$ cat src/rtl/tsfa_pkg.sv
`timescale 1ns / 1ps
`default_nettype none
// ----------------------------------------------------------------------------
// tsfa_pkg
// Types and constants shared by the time sync frame assembler modules.
// ----------------------------------------------------------------------------
package tsfa_pkg;

    typedef enum logic [2:0] {
        CMD_TICK    = 3'd0,
        CMD_ECHO    = 3'd1,
        CMD_DAY     = 3'd2,
        CMD_HOUR    = 3'd3,
        CMD_MINUTE  = 3'd4,
        CMD_SECONDS = 3'd5,
        CMD_OFFSET  = 3'd6,
        CMD_UNUSED  = 3'd7
    } t_cmd;

    typedef enum logic [1:0] {
        CFG_WINDOW  = 2'd0,
        CFG_DELAY   = 2'd1,
        CFG_INVALID = 2'd2,
        CFG_NONE    = 2'd3
    } t_cfg_index;

    localparam logic [1:0] REPLY_PONG  = 2'd0;
    localparam logic [1:0] REPLY_ACK   = 2'd1;
    localparam logic [1:0] REPLY_DELTA = 2'd2;

    localparam logic       KIND_SET   = 1'b0;
    localparam logic       KIND_REPLY = 1'b1;

    localparam logic [2:0] HAVE_DAY    = 3'b001;
    localparam logic [2:0] HAVE_HOUR   = 3'b010;
    localparam logic [2:0] HAVE_MINUTE = 3'b100;
    localparam logic [2:0] HAVE_ALL    = 3'b111;

    localparam logic [7:0] DAY_MIN     = 8'd1;
    localparam logic [7:0] DAY_MAX     = 8'd31;
    localparam logic [7:0] HOUR_MAX    = 8'd23;
    localparam logic [7:0] SEC_MAX     = 8'd59;
    localparam logic [15:0] AGE_MAX    = 16'hFFFF;

    localparam logic [15:0] WINDOW_RESET  = 16'd3000;
    localparam logic [9:0]  DELAY_RESET   = 10'd200;
    localparam logic [7:0]  INVALID_RESET = 8'd128;

    typedef struct packed {
        t_cmd       command;
        logic [7:0] param;
        logic       clock_valid;
        logic [5:0] clock_second;
    } t_item;

    typedef struct packed {
        logic [15:0] window_ticks;
        logic [9:0]  reply_delay_ticks;
        logic [7:0]  delta_invalid_code;
    } t_cfg;

    typedef struct packed {
        logic       result_kind;
        logic [4:0] set_day;
        logic [4:0] set_hour;
        logic [5:0] set_minute;
        logic [5:0] set_second;
        logic [1:0] reply_code;
        logic [7:0] reply_byte;
    } t_result;

    // circular offset master - local, folded into -30..30; invalid_code if not valid or out of range
    function automatic logic [7:0] delta_byte(
        input logic [7:0] master,
        input logic       valid,
        input logic [5:0] local_sec,
        input logic [7:0] invalid_code
    );
        logic signed [7:0] d;
        d = $signed(master) - $signed({2'b00, local_sec});
        if (!valid || master > SEC_MAX || {2'b00, local_sec} > SEC_MAX) begin
            return invalid_code;
        end
        if (d > 8'sd30) begin
            d = d - 8'sd60;
        end else if (d < -8'sd30) begin
            d = d + 8'sd60;
        end
        return d;
    endfunction

endpackage
`default_nettype wire

$ cat src/rtl/tsfa_core.sv
`timescale 1ns / 1ps
`default_nettype none
// ----------------------------------------------------------------------------
// tsfa_core
// Frame buffer, age counter and reply slot; one word processed per fire.
// ----------------------------------------------------------------------------
module tsfa_core (
    input  wire logic             i_clk,
    input  wire logic             i_rst_n,
    input  wire logic             i_fire,
    input  tsfa_pkg::t_item       i_item,
    input  tsfa_pkg::t_cfg        i_cfg,
    output logic                  o_res_valid,
    output tsfa_pkg::t_result     o_res
);
    import tsfa_pkg::*;

    logic [4:0]  r_day,     n_day;
    logic [4:0]  r_hour,    n_hour;
    logic [5:0]  r_minute,  n_minute;
    logic [2:0]  r_have,    n_have;
    logic [15:0] r_age,     n_age;
    logic        r_pending, n_pending;
    logic [1:0]  r_code,    n_code;
    logic [7:0]  r_byte,    n_byte;
    logic [9:0]  r_cd,      n_cd;

    logic [9:0]  cd_dec;
    logic [15:0] age_inc;

    always_comb begin
        n_day     = r_day;
        n_hour    = r_hour;
        n_minute  = r_minute;
        n_have    = r_have;
        n_age     = r_age;
        n_pending = r_pending;
        n_code    = r_code;
        n_byte    = r_byte;
        n_cd      = r_cd;
        o_res_valid = 1'b0;
        o_res       = '0;
        cd_dec  = (r_cd != 10'd0) ? r_cd - 10'd1 : r_cd;
        age_inc = (r_age < AGE_MAX) ? r_age + 16'd1 : r_age;

        unique case (i_item.command)
            CMD_TICK: begin
                n_cd = cd_dec;
                if (r_pending && cd_dec == 10'd0) begin
                    o_res_valid      = 1'b1;
                    o_res.result_kind = KIND_REPLY;
                    o_res.reply_code = r_code;
                    o_res.reply_byte = r_byte;
                    n_pending = 1'b0;
                    n_code    = 2'd0;
                    n_byte    = 8'd0;
                end
                if (r_have != 3'b000) begin
                    n_age = age_inc;
                    if (age_inc > i_cfg.window_ticks) begin
                        n_have = 3'b000;
                    end
                end
            end
            CMD_ECHO: begin
                n_pending = 1'b1;
                n_code    = REPLY_PONG;
                n_byte    = 8'd0;
                n_cd      = i_cfg.reply_delay_ticks;
            end
            CMD_DAY: begin
                if (i_item.param >= DAY_MIN && i_item.param <= DAY_MAX) begin
                    n_day  = i_item.param[4:0];
                    n_have = HAVE_DAY;
                    n_age  = 16'd0;
                end
            end
            CMD_HOUR: begin
                if (i_item.param <= HOUR_MAX) begin
                    n_hour = i_item.param[4:0];
                    if ((r_have & HAVE_DAY) == 3'b000) begin
                        n_age = 16'd0;
                    end
                    n_have = r_have | HAVE_HOUR;
                end
            end
            CMD_MINUTE: begin
                if (i_item.param <= SEC_MAX) begin
                    n_minute = i_item.param[5:0];
                    if ((r_have & (HAVE_DAY | HAVE_HOUR)) == 3'b000) begin
                        n_age = 16'd0;
                    end
                    n_have = r_have | HAVE_MINUTE;
                end
            end
            CMD_SECONDS: begin
                if (r_have == HAVE_ALL && i_item.param <= SEC_MAX) begin
                    o_res_valid       = 1'b1;
                    o_res.result_kind = KIND_SET;
                    o_res.set_day     = r_day;
                    o_res.set_hour    = r_hour;
                    o_res.set_minute  = r_minute;
                    o_res.set_second  = i_item.param[5:0];
                    n_pending = 1'b1;
                    n_code    = REPLY_ACK;
                    n_byte    = 8'd0;
                    n_cd      = i_cfg.reply_delay_ticks;
                end
                n_have = 3'b000;
            end
            CMD_OFFSET: begin
                n_pending = 1'b1;
                n_code    = REPLY_DELTA;
                n_byte    = delta_byte(i_item.param, i_item.clock_valid,
                                       i_item.clock_second, i_cfg.delta_invalid_code);
                n_cd      = i_cfg.reply_delay_ticks;
            end
            CMD_UNUSED: begin
            end
            default: begin
            end
        endcase
    end

    always_ff @(posedge i_clk) begin
        if (!i_rst_n) begin
            r_day     <= '0;
            r_hour    <= '0;
            r_minute  <= '0;
            r_have    <= '0;
            r_age     <= '0;
            r_pending <= 1'b0;
            r_code    <= '0;
            r_byte    <= '0;
            r_cd      <= '0;
        end else if (i_fire) begin
            r_day     <= n_day;
            r_hour    <= n_hour;
            r_minute  <= n_minute;
            r_have    <= n_have;
            r_age     <= n_age;
            r_pending <= n_pending;
            r_code    <= n_code;
            r_byte    <= n_byte;
            r_cd      <= n_cd;
        end
    end

endmodule
`default_nettype wire

$ cat src/rtl/time_sync_frame_assembler.sv
`timescale 1ns / 1ps
`default_nettype none
// ----------------------------------------------------------------------------
// time_sync_frame_assembler
// Parks day/hour/minute frames, applies full time on a seconds frame and
// sends delayed pong, acknowledge and delta replies.
// ----------------------------------------------------------------------------
//  channel | direction | handshake              | payload
//  in      | input     | i_in_valid / o_in_stall | command, param, clock_valid,
//          |           |                         | clock_second
//  out     | output    | o_out_valid/i_out_stall | result_kind, set_*, reply_*
//  cfg     | input     | i_cfg_valid/o_cfg_ready | i_cfg_index, i_cfg_data
//
//  one word per cycle while no result stalls; a word is registered, processed
//  against the buffer state and its result registered
//  synchronous active-low reset clears control state and loads register defaults
//  a stalled result holds the processing stage; the input register still
//  takes one word while the result waits
// ----------------------------------------------------------------------------
module time_sync_frame_assembler (
    input  wire logic        i_clk,
    input  wire logic        i_rst_n,
    input  wire logic        i_in_valid,
    output logic             o_in_stall,
    input  wire logic [2:0]  i_command,
    input  wire logic [7:0]  i_param,
    input  wire logic        i_clock_valid,
    input  wire logic [5:0]  i_clock_second,
    output logic             o_out_valid,
    input  wire logic        i_out_stall,
    output logic             o_result_kind,
    output logic [4:0]       o_set_day,
    output logic [4:0]       o_set_hour,
    output logic [5:0]       o_set_minute,
    output logic [5:0]       o_set_second,
    output logic [1:0]       o_reply_code,
    output logic [7:0]       o_reply_byte,
    input  wire logic        i_cfg_valid,
    output logic             o_cfg_ready,
    input  wire logic [1:0]  i_cfg_index,
    input  wire logic [15:0] i_cfg_data
);
    import tsfa_pkg::*;

    t_cfg    r_cfg;
    logic    r_in_valid;
    t_item   r_item;
    logic    r_out_valid;
    t_result r_out;

    logic    fire;
    logic    res_valid;
    t_result res;

    assign o_cfg_ready = 1'b1;

    always_ff @(posedge i_clk) begin
        if (!i_rst_n) begin
            r_cfg.window_ticks       <= WINDOW_RESET;
            r_cfg.reply_delay_ticks  <= DELAY_RESET;
            r_cfg.delta_invalid_code <= INVALID_RESET;
        end else if (i_cfg_valid && o_cfg_ready) begin
            unique case (t_cfg_index'(i_cfg_index))
                CFG_WINDOW:  r_cfg.window_ticks       <= i_cfg_data;
                CFG_DELAY:   r_cfg.reply_delay_ticks  <= i_cfg_data[9:0];
                CFG_INVALID: r_cfg.delta_invalid_code <= i_cfg_data[7:0];
                CFG_NONE: begin
                end
                default: begin
                end
            endcase
        end
    end

    // processing stage moves unless a held result blocks it
    assign fire       = r_in_valid && !(r_out_valid && i_out_stall);
    assign o_in_stall = r_in_valid && r_out_valid && i_out_stall;

    always_ff @(posedge i_clk) begin
        if (!i_rst_n) begin
            r_in_valid <= 1'b0;
        end else if (!o_in_stall) begin
            r_in_valid <= i_in_valid;
        end
    end

    always_ff @(posedge i_clk) begin
        if (!o_in_stall) begin
            r_item.command      <= t_cmd'(i_command);
            r_item.param        <= i_param;
            r_item.clock_valid  <= i_clock_valid;
            r_item.clock_second <= i_clock_second;
        end
    end

    tsfa_core u_core (
        .i_clk       (i_clk),
        .i_rst_n     (i_rst_n),
        .i_fire      (fire),
        .i_item      (r_item),
        .i_cfg       (r_cfg),
        .o_res_valid (res_valid),
        .o_res       (res)
    );

    always_ff @(posedge i_clk) begin
        if (!i_rst_n) begin
            r_out_valid <= 1'b0;
        end else if (!r_out_valid || !i_out_stall) begin
            r_out_valid <= fire && res_valid;
        end
    end

    always_ff @(posedge i_clk) begin
        if (!r_out_valid || !i_out_stall) begin
            r_out <= res;
        end
    end

    assign o_out_valid   = r_out_valid;
    assign o_result_kind = r_out.result_kind;
    assign o_set_day     = r_out.set_day;
    assign o_set_hour    = r_out.set_hour;
    assign o_set_minute  = r_out.set_minute;
    assign o_set_second  = r_out.set_second;
    assign o_reply_code  = r_out.reply_code;
    assign o_reply_byte  = r_out.reply_byte;

    a_stall_only_on_block: assert property (@(posedge i_clk) disable iff (!i_rst_n)
        o_in_stall |-> (r_out_valid && i_out_stall && r_in_valid))
        else $error("input stalled without a blocked result");

    a_set_has_no_reply: assert property (@(posedge i_clk) disable iff (!i_rst_n)
        (o_out_valid && o_result_kind == KIND_SET) |->
            (o_reply_code == 2'd0 && o_reply_byte == 8'd0))
        else $error("clock write carries reply fields");

    a_reply_has_no_time: assert property (@(posedge i_clk) disable iff (!i_rst_n)
        (o_out_valid && o_result_kind == KIND_REPLY) |->
            (o_set_day == 5'd0 && o_set_hour == 5'd0 &&
             o_set_minute == 6'd0 && o_set_second == 6'd0))
        else $error("reply carries time fields");

    a_result_needs_word: assert property (@(posedge i_clk) disable iff (!i_rst_n)
        ($rose(o_out_valid)) |-> $past(r_in_valid))
        else $error("result appeared with no word in the stage");

endmodule
`default_nettype wire
$ cat config.mk
export PLATFORM = sky130hd
export DESIGN_NAME = time_sync_frame_assembler
export DESIGN_NICKNAME = d
export VERILOG_FILES = /design/src/rtl/tsfa_pkg.sv /design/src/rtl/tsfa_core.sv /design/src/rtl/time_sync_frame_assembler.sv
export SDC_FILE = /design/constraint.sdc
export NUM_CORES = 1
export LEC_CHECK = 0
export ABC_AREA = 1
export BUFFER_PORTS_ARGS = -buffer_cell sky130_fd_sc_hd__buf_4
export CAP_MARGIN = 20
export CORE_ASPECT_RATIO = 0.5
export CORE_MARGIN = 10
export CORE_UTILIZATION = 53
export CTS_BUF_LIST = sky130_fd_sc_hd__clkbuf_4 sky130_fd_sc_hd__clkbuf_8
export CTS_CLUSTER_DIAMETER = 60
export DETAILED_ROUTE_END_ITERATION = 16
export GPL_TIMING_DRIVEN = 0
export HOLD_SLACK_MARGIN = 0.15
export PLACE_DENSITY = 0.82
export REMOVE_ABC_BUFFERS = 1
export SLEW_MARGIN = 5
export SYNTH_ARGS = -nofsm -noshare
export SYNTH_HDL_FRONTEND = slang
export SYNTH_SLANG_ARGS = --single-unit
$ cat constraint.sdc
create_clock -name i_clk -period 2.9 [get_ports i_clk]
set_input_delay 0.435 -clock i_clk [delete_from_list [all_inputs] [get_ports i_clk]]
set_output_delay 0.435 -clock i_clk [all_outputs]
set_load 0.005 [all_outputs]
==> results of run 1 <==
logic make-up (layout without fill, tap and decap cells):
group | after synthesis | in the layout | share of synthesized area [%]
buffers and inverters | 159 | 281 | 8.57
AOI/OAI and AO/OA | 163 | 163 | 12.5
DFF | 143 | 143 | 45.9
and+or+nand+nor | 428 | 428 | 25.9
xor gates and xnor gates | 19 | 19 | 2.26
adders and majority gates | 28 | 28 | 4.86
other | 1 | 2 | 0.0510
layout by cell type (no fill, tap or decap), types with 20 or more instances in the layout:
cell	count
buf_4	97
nand3_1	49
nand2_1	186
edfxtp_1	51
nor2_1	106
dfxtp_1	83
o21ai_0	46
inv_1	118
ha_1	20
a21oi_1	76
worst max path at each step:
stage                    start                to  slack (ns)  cells past startpoint
3_3_place_gp       i_out_stall   u_core.r_age[5]       -0.68                     10
2_1_floorplan      i_out_stall  u_core.r_age[11]        0.15                      9
3_5_place_dp   u_core.r_age[0]  u_core.r_have[0]       -0.31                     20
5_1_grt        u_core.r_age[3]  u_core.r_have[0]       -0.34                     22
4_1_cts        u_core.r_age[0]  u_core.r_have[0]       0.006                     21
6_report       u_core.r_age[3]  u_core.r_have[0]       -0.20                     21
cell usage after synthesis (9+ instances only):
master	number	area (um2)
nand2_2	9	56.3
nor2_1	115	432
dfxtp_1	92	1840
o21ai_0	47	235
inv_1	126	473
a211oi_1	9	67.6
nand2_1	199	747
edfxtp_1	51	1530
clkbuf_1	18	67.6
nand4_1	13	81.3
nor3_1	9	45.0
a21oi_1	81	405
xor2_1	14	123
ha_1	27	338
o211ai_1	12	90.1
nand3_1	56	280
power by group:
part	switching [W]	total, W	leakage, nW	internal [W]
clock	0.000867	0.00157	0.191	0.000706
sequential	0.0000353	0.00215	1.35	0.00211
combinational	0.000465	0.000745	2.45	0.000280
total	0.00137	0.00447	4.00	0.00310
per-stage QoR:
stage / hold slack [ns] / instances
finish: 0.168 / 1256
global route: 0.145 / 1256
CTS: 0.151 / 1238
detailed placement: 0.439 / 1184
global placement: 0.435 / 1181
floorplan: 0.421 / 914
timing repair:
action                                 4_1_cts  5_1_grt
setup endpoints to repair                   24       24
resized for setup                           22       60
buffers inserted                             7       17
endpoints found under the hold margin       15        1
pin swaps                                    3       23
hold buffers                                15        1
layer usage:
metal,vias up,GRT usage (%),wire [um]
li1,3299,-,-
met1,3098,22.7,8100
met2,296,34.0,9730
met3,67,3.92,1250
met4,0,8.31,743
met5,-,0,0
sequential cells by signal, summed over array words and instances, names as in the netlist, 5 cells and up:
register,count
r_cfg,34
r_item,18
u_core.r_age,16
u_core.r_cd,10
o_reply_byte,8
u_core.r_byte,8
o_set_minute,6
o_set_second,6
u_core.r_minute,6
o_set_day,5
o_set_hour,5
u_core.r_day,5
u_core.r_hour,5
area by class of cell:
| class | count | share of cell area, % |
|---|---|---|
| inverter | 132 | 5.47 |
| timing repair buffer | 117 | 10.5 |
| tap | 192 | 2.64 |
| sequential | 143 | 37.3 |
| clock buffer | 17 | 2.57 |
| clock inverter | 15 | 1.68 |
| antenna | 1 | 0.0275 |
| multi-input combinational | 639 | 39.8 |
==> flow_metrics.env, run 1 <==
export IMPL_hold_end="r_item[0]"
export IMPL_utilization_pct=67.2
export IMPL_fin_ws_ns=-0.200
export IMPL_synth_ff_type="dfxtp_1"
export IMPL_violations="setup timing"
export IMPL_clk_pin_slew_worst_paths_ns=0.09
export IMPL_io_buffers=75
export IMPL_worstHoldStart="i_clock_second[0]"
export IMPL_rsz0062_at_grt="yes"
export IMPL_die_h_um=103
export IMPL_hold_violations=0
export IMPL_drc_errors=0
export IMPL_critPathMaxStageDelay_ns=0.38
export IMPL_crit_path_end_kind="register"
export IMPL_status="finished with violations"
export IMPL_post_dp_hpwl_um=12700
export IMPL_grt_pass1_wl_um=30400
export IMPL_setup_viol=3
export IMPL_critPathBufInv=2
export IMPL_wl_per_cell_um=15.8
export IMPL_via_per_inst=5.38
export IMPL_ys_types=45
export IMPL_firstDrtPassIters=7
export IMPL_fp_dieArea_mm2=0.0193
export IMPL_hp_class="in2reg"
export IMPL_drive_above_1_share_pct=22.5
export IMPL_hold_depth=1
export IMPL_grt_usage_pct=19.2
export IMPL_antenna_left=0
export IMPL_fp_coreArea_mm2=0.0136
export IMPL_cp_top_family="simple AND/OR/NAND/NOR gates"
export IMPL_powerDensity_mw_per_mm2=490
export IMPL_crit_chain="nand2_2 -> inv_1 -> nand4_1 -> nor2_2 -> nand3_2 -> nand3b_4 -> nand2_2 -> nor2_2 -> xor2_1 -> ha_1 -> buf_4 -> a21oi_2 -> o211ai_1 -> nand2_1 -> o211ai_1 -> nand2_1 -> nand2_2 -> nand3_4 -> nand2_1 -> nand2_1 -> nor2_1"
export IMPL_fin_crit_ns=3.10
export IMPL_placed_cell_area_mm2=0.00808
export IMPL_grt_pass1_vias=6293
export IMPL_cts_path_max_buffers=2
export IMPL_place_gp_congestion=0.891
export IMPL_htree_levels=4
export IMPL_finalPower_w=0.00447
export IMPL_fmax_mhz=323
export IMPL_crit_path_frequent_cell="nand2_1"
export IMPL_initial_core_util_pct=54.3
export IMPL_io_pins=77
export IMPL_regToRegSetupSlack_ns=-0.20
export IMPL_final_setup_tns_ns=-0.547
export IMPL_final_nets=1119
export IMPL_synth_seq_cells=143
export IMPL_path_class="reg2reg"
export IMPL_row_count=30
export IMPL_fp_dieW_um=187
export IMPL_pre_cts_ws_ns=-0.314
export IMPL_r2r_end="u_core.r_have[0]"
export IMPL_ys_seq_area_share_pct=45.9
export IMPL_async_flop_share_pct=0
export IMPL_cts_root_buffer="clkbuf_8"
export IMPL_synthesis_area_mm2=0.00736
export IMPL_worstSetupStartpointType="register"
export IMPL_cts_tree="yes"
export IMPL_route_vias_total=6760
export IMPL_synthCells=941
export IMPL_cpMaxStageDelayCell="dfxtp_2"
export IMPL_grt_antenna_before_repair=1
export IMPL_finalWirelength_um=19800
export IMPL_ir_drop_v=0.000273
export IMPL_yosys_warnings=0
export IMPL_max_slew_margin_rel_pct=37.8
export IMPL_register_area_mm2=0.00339
export IMPL_p_leak_nw=4.00
export IMPL_crit_required_ns=3.29
export IMPL_timing_final_crit_share_pct=107
export IMPL_cts_sinks=143
export IMPL_rr_worst_depth=21
export IMPL_arrival_ns=3.49
export IMPL_skew_ns=0.0173
export IMPL_grt_max_degree=53
export IMPL_synth_edf_count=51
export IMPL_finalInstanceArea_mm2=0.00911
export IMPL_drt_iter0_drc=746
export IMPL_cts_buffers=17
export IMPL_syn2layout_area_growth_pct=23.8
export IMPL_overflow=0
export IMPL_clock_latency_ns=0.46
export IMPL_maxCapViolations=0
export IMPL_worstMarginPinSlew_ns=0.925
export IMPL_maxSlewViolCount=0
export IMPL_regToRegStartpoint="u_core.r_age[3]"
export IMPL_crit_fanout=4
export IMPL_multi_input_area_mm2=0.00363
export IMPL_nFillCells=1025
export IMPL_syn_area_per_cell_um2=7.82
(Power assumes the default switching activity.)
==> run 2, diff against run 1 <==
--- a/config.mk
+++ b/config.mk
@@ -5,8 +5,7 @@
 export SDC_FILE = /design/constraint.sdc
 export NUM_CORES = 1
 export LEC_CHECK = 0
-export ABC_AREA = 1
-export BUFFER_PORTS_ARGS = -buffer_cell sky130_fd_sc_hd__buf_4
+export BUFFER_PORTS_ARGS = -buffer_cell sky130_fd_sc_hd__buf_2
 export CAP_MARGIN = 20
 export CORE_ASPECT_RATIO = 0.5
 export CORE_MARGIN = 10
==> run 2 against run 1 <==
Against the previous run: the flow still finishes with violations (setup timing); clock skew decreased by 0.0034 ns; sequential cell count is the same; first-iteration DRC count decreased by 2.7%; hold slack got worse by 0.015 ns; setup slack got worse by 0.24 ns; clock power rose by 3%; wire length increased by 7.1%; critical path type unchanged; critical endpoint is now u_core.r_have[2]; largest cell class unchanged; highest routed layer unchanged.
==> flow_metrics.env, run 2 <==
export IMPL_arrival_ns=3.70
export IMPL_worstMarginPinSlew_ns=1.04
export IMPL_powerDensity_mw_per_mm2=499
export IMPL_via_per_inst=6.03
export IMPL_grt_max_degree=37
export IMPL_overflow=0
export IMPL_max_slew_margin_rel_pct=30.7
export IMPL_reg_largest_list="r_cfg (34), r_item (18), u_core.r_age (16)"
export IMPL_grt_pass1_vias=6128
export IMPL_place_gp_congestion=0.876
export IMPL_worstHoldStart="i_param[1]"
export IMPL_ys_types=75
export IMPL_top_register="r_cfg"
export IMPL_cts_path_max_buffers=2
export IMPL_largest_reg_flops=34
export IMPL_synth_top_cell_by_area="dfxtp_1"
export IMPL_synth_ff_type="dfxtp_1"
export IMPL_crit_chain="and3_4 -> nand3_2 -> nor3_4 -> nor2_4 -> and3_4 -> xor2_2 -> ha_1 -> a21oi_2 -> o22ai_2 -> nor4_2 -> nor2_1 -> nor4b_2 -> a21oi_1 -> a41oi_1 -> nor2_1"
export IMPL_maxCapViolations=0
export IMPL_cts_tree="yes"
export IMPL_post_dp_hpwl_um=12300
export IMPL_r2r_end="u_core.r_have[2]"
export IMPL_fin_crit_ns=3.34
export IMPL_crit_fanout=5
export IMPL_htree_levels=4
export IMPL_fmax_mhz=300
export IMPL_rsz0062_at_grt="yes"
export IMPL_finalWirelength_um=21200
export IMPL_drive_above_1_share_pct=28.4
export IMPL_firstDrtPassIters=6
export IMPL_antenna_left=0
export IMPL_worstSetupStartpointType="register"
export IMPL_final_nets=984
export IMPL_cp_top_family="simple AND/OR/NAND/NOR gates"
export IMPL_clk_pin_slew_worst_paths_ns=0.10
export IMPL_syn_area_per_cell_um2=9.18
export IMPL_hp_class="in2reg"
export IMPL_crit_path_end_kind="register"
export IMPL_regToRegSetupSlack_ns=-0.44
export IMPL_cts_sinks=143
export IMPL_critPathMaxStageDelay_ns=0.39
export IMPL_fp_dieW_um=185
export IMPL_setup_viol=8
export IMPL_synthCells=784
export IMPL_critPathBufInv=0
export IMPL_syn2layout_area_growth_pct=25.6
export IMPL_ys_seq_area_share_pct=46.9
export IMPL_synth_top_area_share_pct=25.6
export IMPL_grt_usage_pct=19.8
export IMPL_violations="setup timing"
export IMPL_clock_latency_ns=0.47
export IMPL_synth_seq_cells=143
export IMPL_regToRegStartpoint="u_core.r_age[15]"
export IMPL_cts_buffers=17
export IMPL_p_leak_nw=3.88
export IMPL_yosys_top_cells_count="dfxtp_1, nand2_1, nor2_1"
export IMPL_final_setup_tns_ns=-1.37
export IMPL_route_vias_total=6628
export IMPL_grt_antenna_before_repair=1
export IMPL_synth_edf_count=51
export IMPL_fin_ws_ns=-0.438
export IMPL_crit_required_ns=3.26
export IMPL_hold_end="r_item[8]"
export IMPL_fp_coreArea_mm2=0.0130
export IMPL_synthesis_area_mm2=0.00720
export IMPL_cpMaxStageDelayCell="dfxtp_2"
export IMPL_io_pins=77
export IMPL_placedCellCount=994
export IMPL_rr_worst_depth=15
export IMPL_drt_iter0_drc=726
export IMPL_timing_final_crit_share_pct=115
export IMPL_wl_per_cell_um=19.3
export IMPL_io_buffers=75
export IMPL_synth_area_leaders="dfxtp_1, edfxtp_1, ha_1, nand2_1, nor2_1"
export IMPL_status="finished with violations"
export IMPL_async_flop_share_pct=0
export IMPL_initial_core_util_pct=55.5
export IMPL_maxSlewViolCount=0
export IMPL_die_h_um=102
export IMPL_ir_drop_v=0.000256
export IMPL_fp_dieArea_mm2=0.0189
export IMPL_cts_root_buffer="clkbuf_8"
export IMPL_layout_commonest_cell="nand2_1"
export IMPL_nFillCells=856
export IMPL_yosys_warnings=0
export IMPL_final_cells=1099
export IMPL_grt_pass1_wl_um=30000
export IMPL_hold_violations=0
export IMPL_skew_ns=0.0138
export IMPL_path_class="reg2reg"
export IMPL_drc_errors=0
export IMPL_layout_common_cells="nand2_1, dfxtp_1, buf_2"
export IMPL_hold_depth=1
export IMPL_row_count=29
export IMPL_synth_most_common_cell="dfxtp_1"
[run 2: how the worst max path moves through the flow]
stage	startpoint	slack, ns	endpoint	cells after the start
after floorplan	u_core.r_age[3]	-0.36	u_core.r_have[2]	15
after global placement	i_out_stall	-0.93	u_core.r_age[9]	8
after detailed placement	u_core.r_age[3]	-0.92	u_core.r_have[2]	15
after CTS	u_core.r_age[7]	-0.26	u_core.r_have[2]	16
after global routing	u_core.r_age[15]	-0.59	u_core.r_have[2]	15
final	u_core.r_age[15]	-0.44	u_core.r_have[2]	15
[run 2: per-stage QoR]
step	utilization, %	worst slack (ns)	cell area [um2]	power (W)	hold slack, ns
floorplan	-	-0.358	7030	0.00256	0.427
global placement	58.8	-0.931	7620	0.00268	0.439
detailed placement	59.3	-0.923	7680	0.00271	0.440
CTS	66.4	-0.264	8600	0.00434	0.154
global route	69.8	-0.586	9040	0.00464	0.150
finish	69.8	-0.438	9040	0.00451	0.154
[run 2: final cells by class]
cell class | count | area, um2 | share of cell area [%]
Sequential cell | 143 | 3400 | 37.6
Inverter | 43 | 164 | 1.81
Timing Repair Buffer | 151 | 998 | 11.0
Tap cell | 170 | 213 | 2.35
Multi-Input combinational cell | 559 | 3870 | 42.8
Clock buffer | 18 | 248 | 2.74
Clock inverter | 14 | 148 | 1.63
Antenna cell | 1 | 2.50 | 0.0277
[run 2: power breakdown]
| group | switching [W] | internal (W) | leakage (nW) |
|---|---|---|---|
| registers | 0.0000449 | 0.00210 | 1.35 |
| clock network | 0.000889 | 0.000733 | 0.204 |
| logic | 0.000419 | 0.000325 | 2.33 |
[run 2: logic make-up after synthesis]
logic type      share of synthesized area (%)
xor+xnor                                 2.30
compound gates                           14.7
buf+inv                                  4.49
mux                                      4.26
flops                                    46.9
simple gates                             22.3
fa+ha+maj                                4.97
other cells                            0.0521
[run 2: per-layer routing]
| metal | vias up | track usage [%] | share of wire, % |
|---|---|---|---|
| met5 | - | 0 | 0 |
| met4 | 0 | 7.57 | 2.5 |
| met3 | 60 | 4.50 | 9.0 |
| met2 | 396 | 35.4 | 49 |
| met1 | 3120 | 22.8 | 39 |
| li1 | 3052 | - | - |
[run 2: what timing repair did]
item                                    in CTS  in global routing
hold buffers                                13                  0
gates resized for setup                     62                 34
pin swaps                                   21                 24
endpoints found under the setup margin      28                 19
gates cloned                                 0                  0
setup buffers                               24                 34
hold endpoints to repair                    13                  0
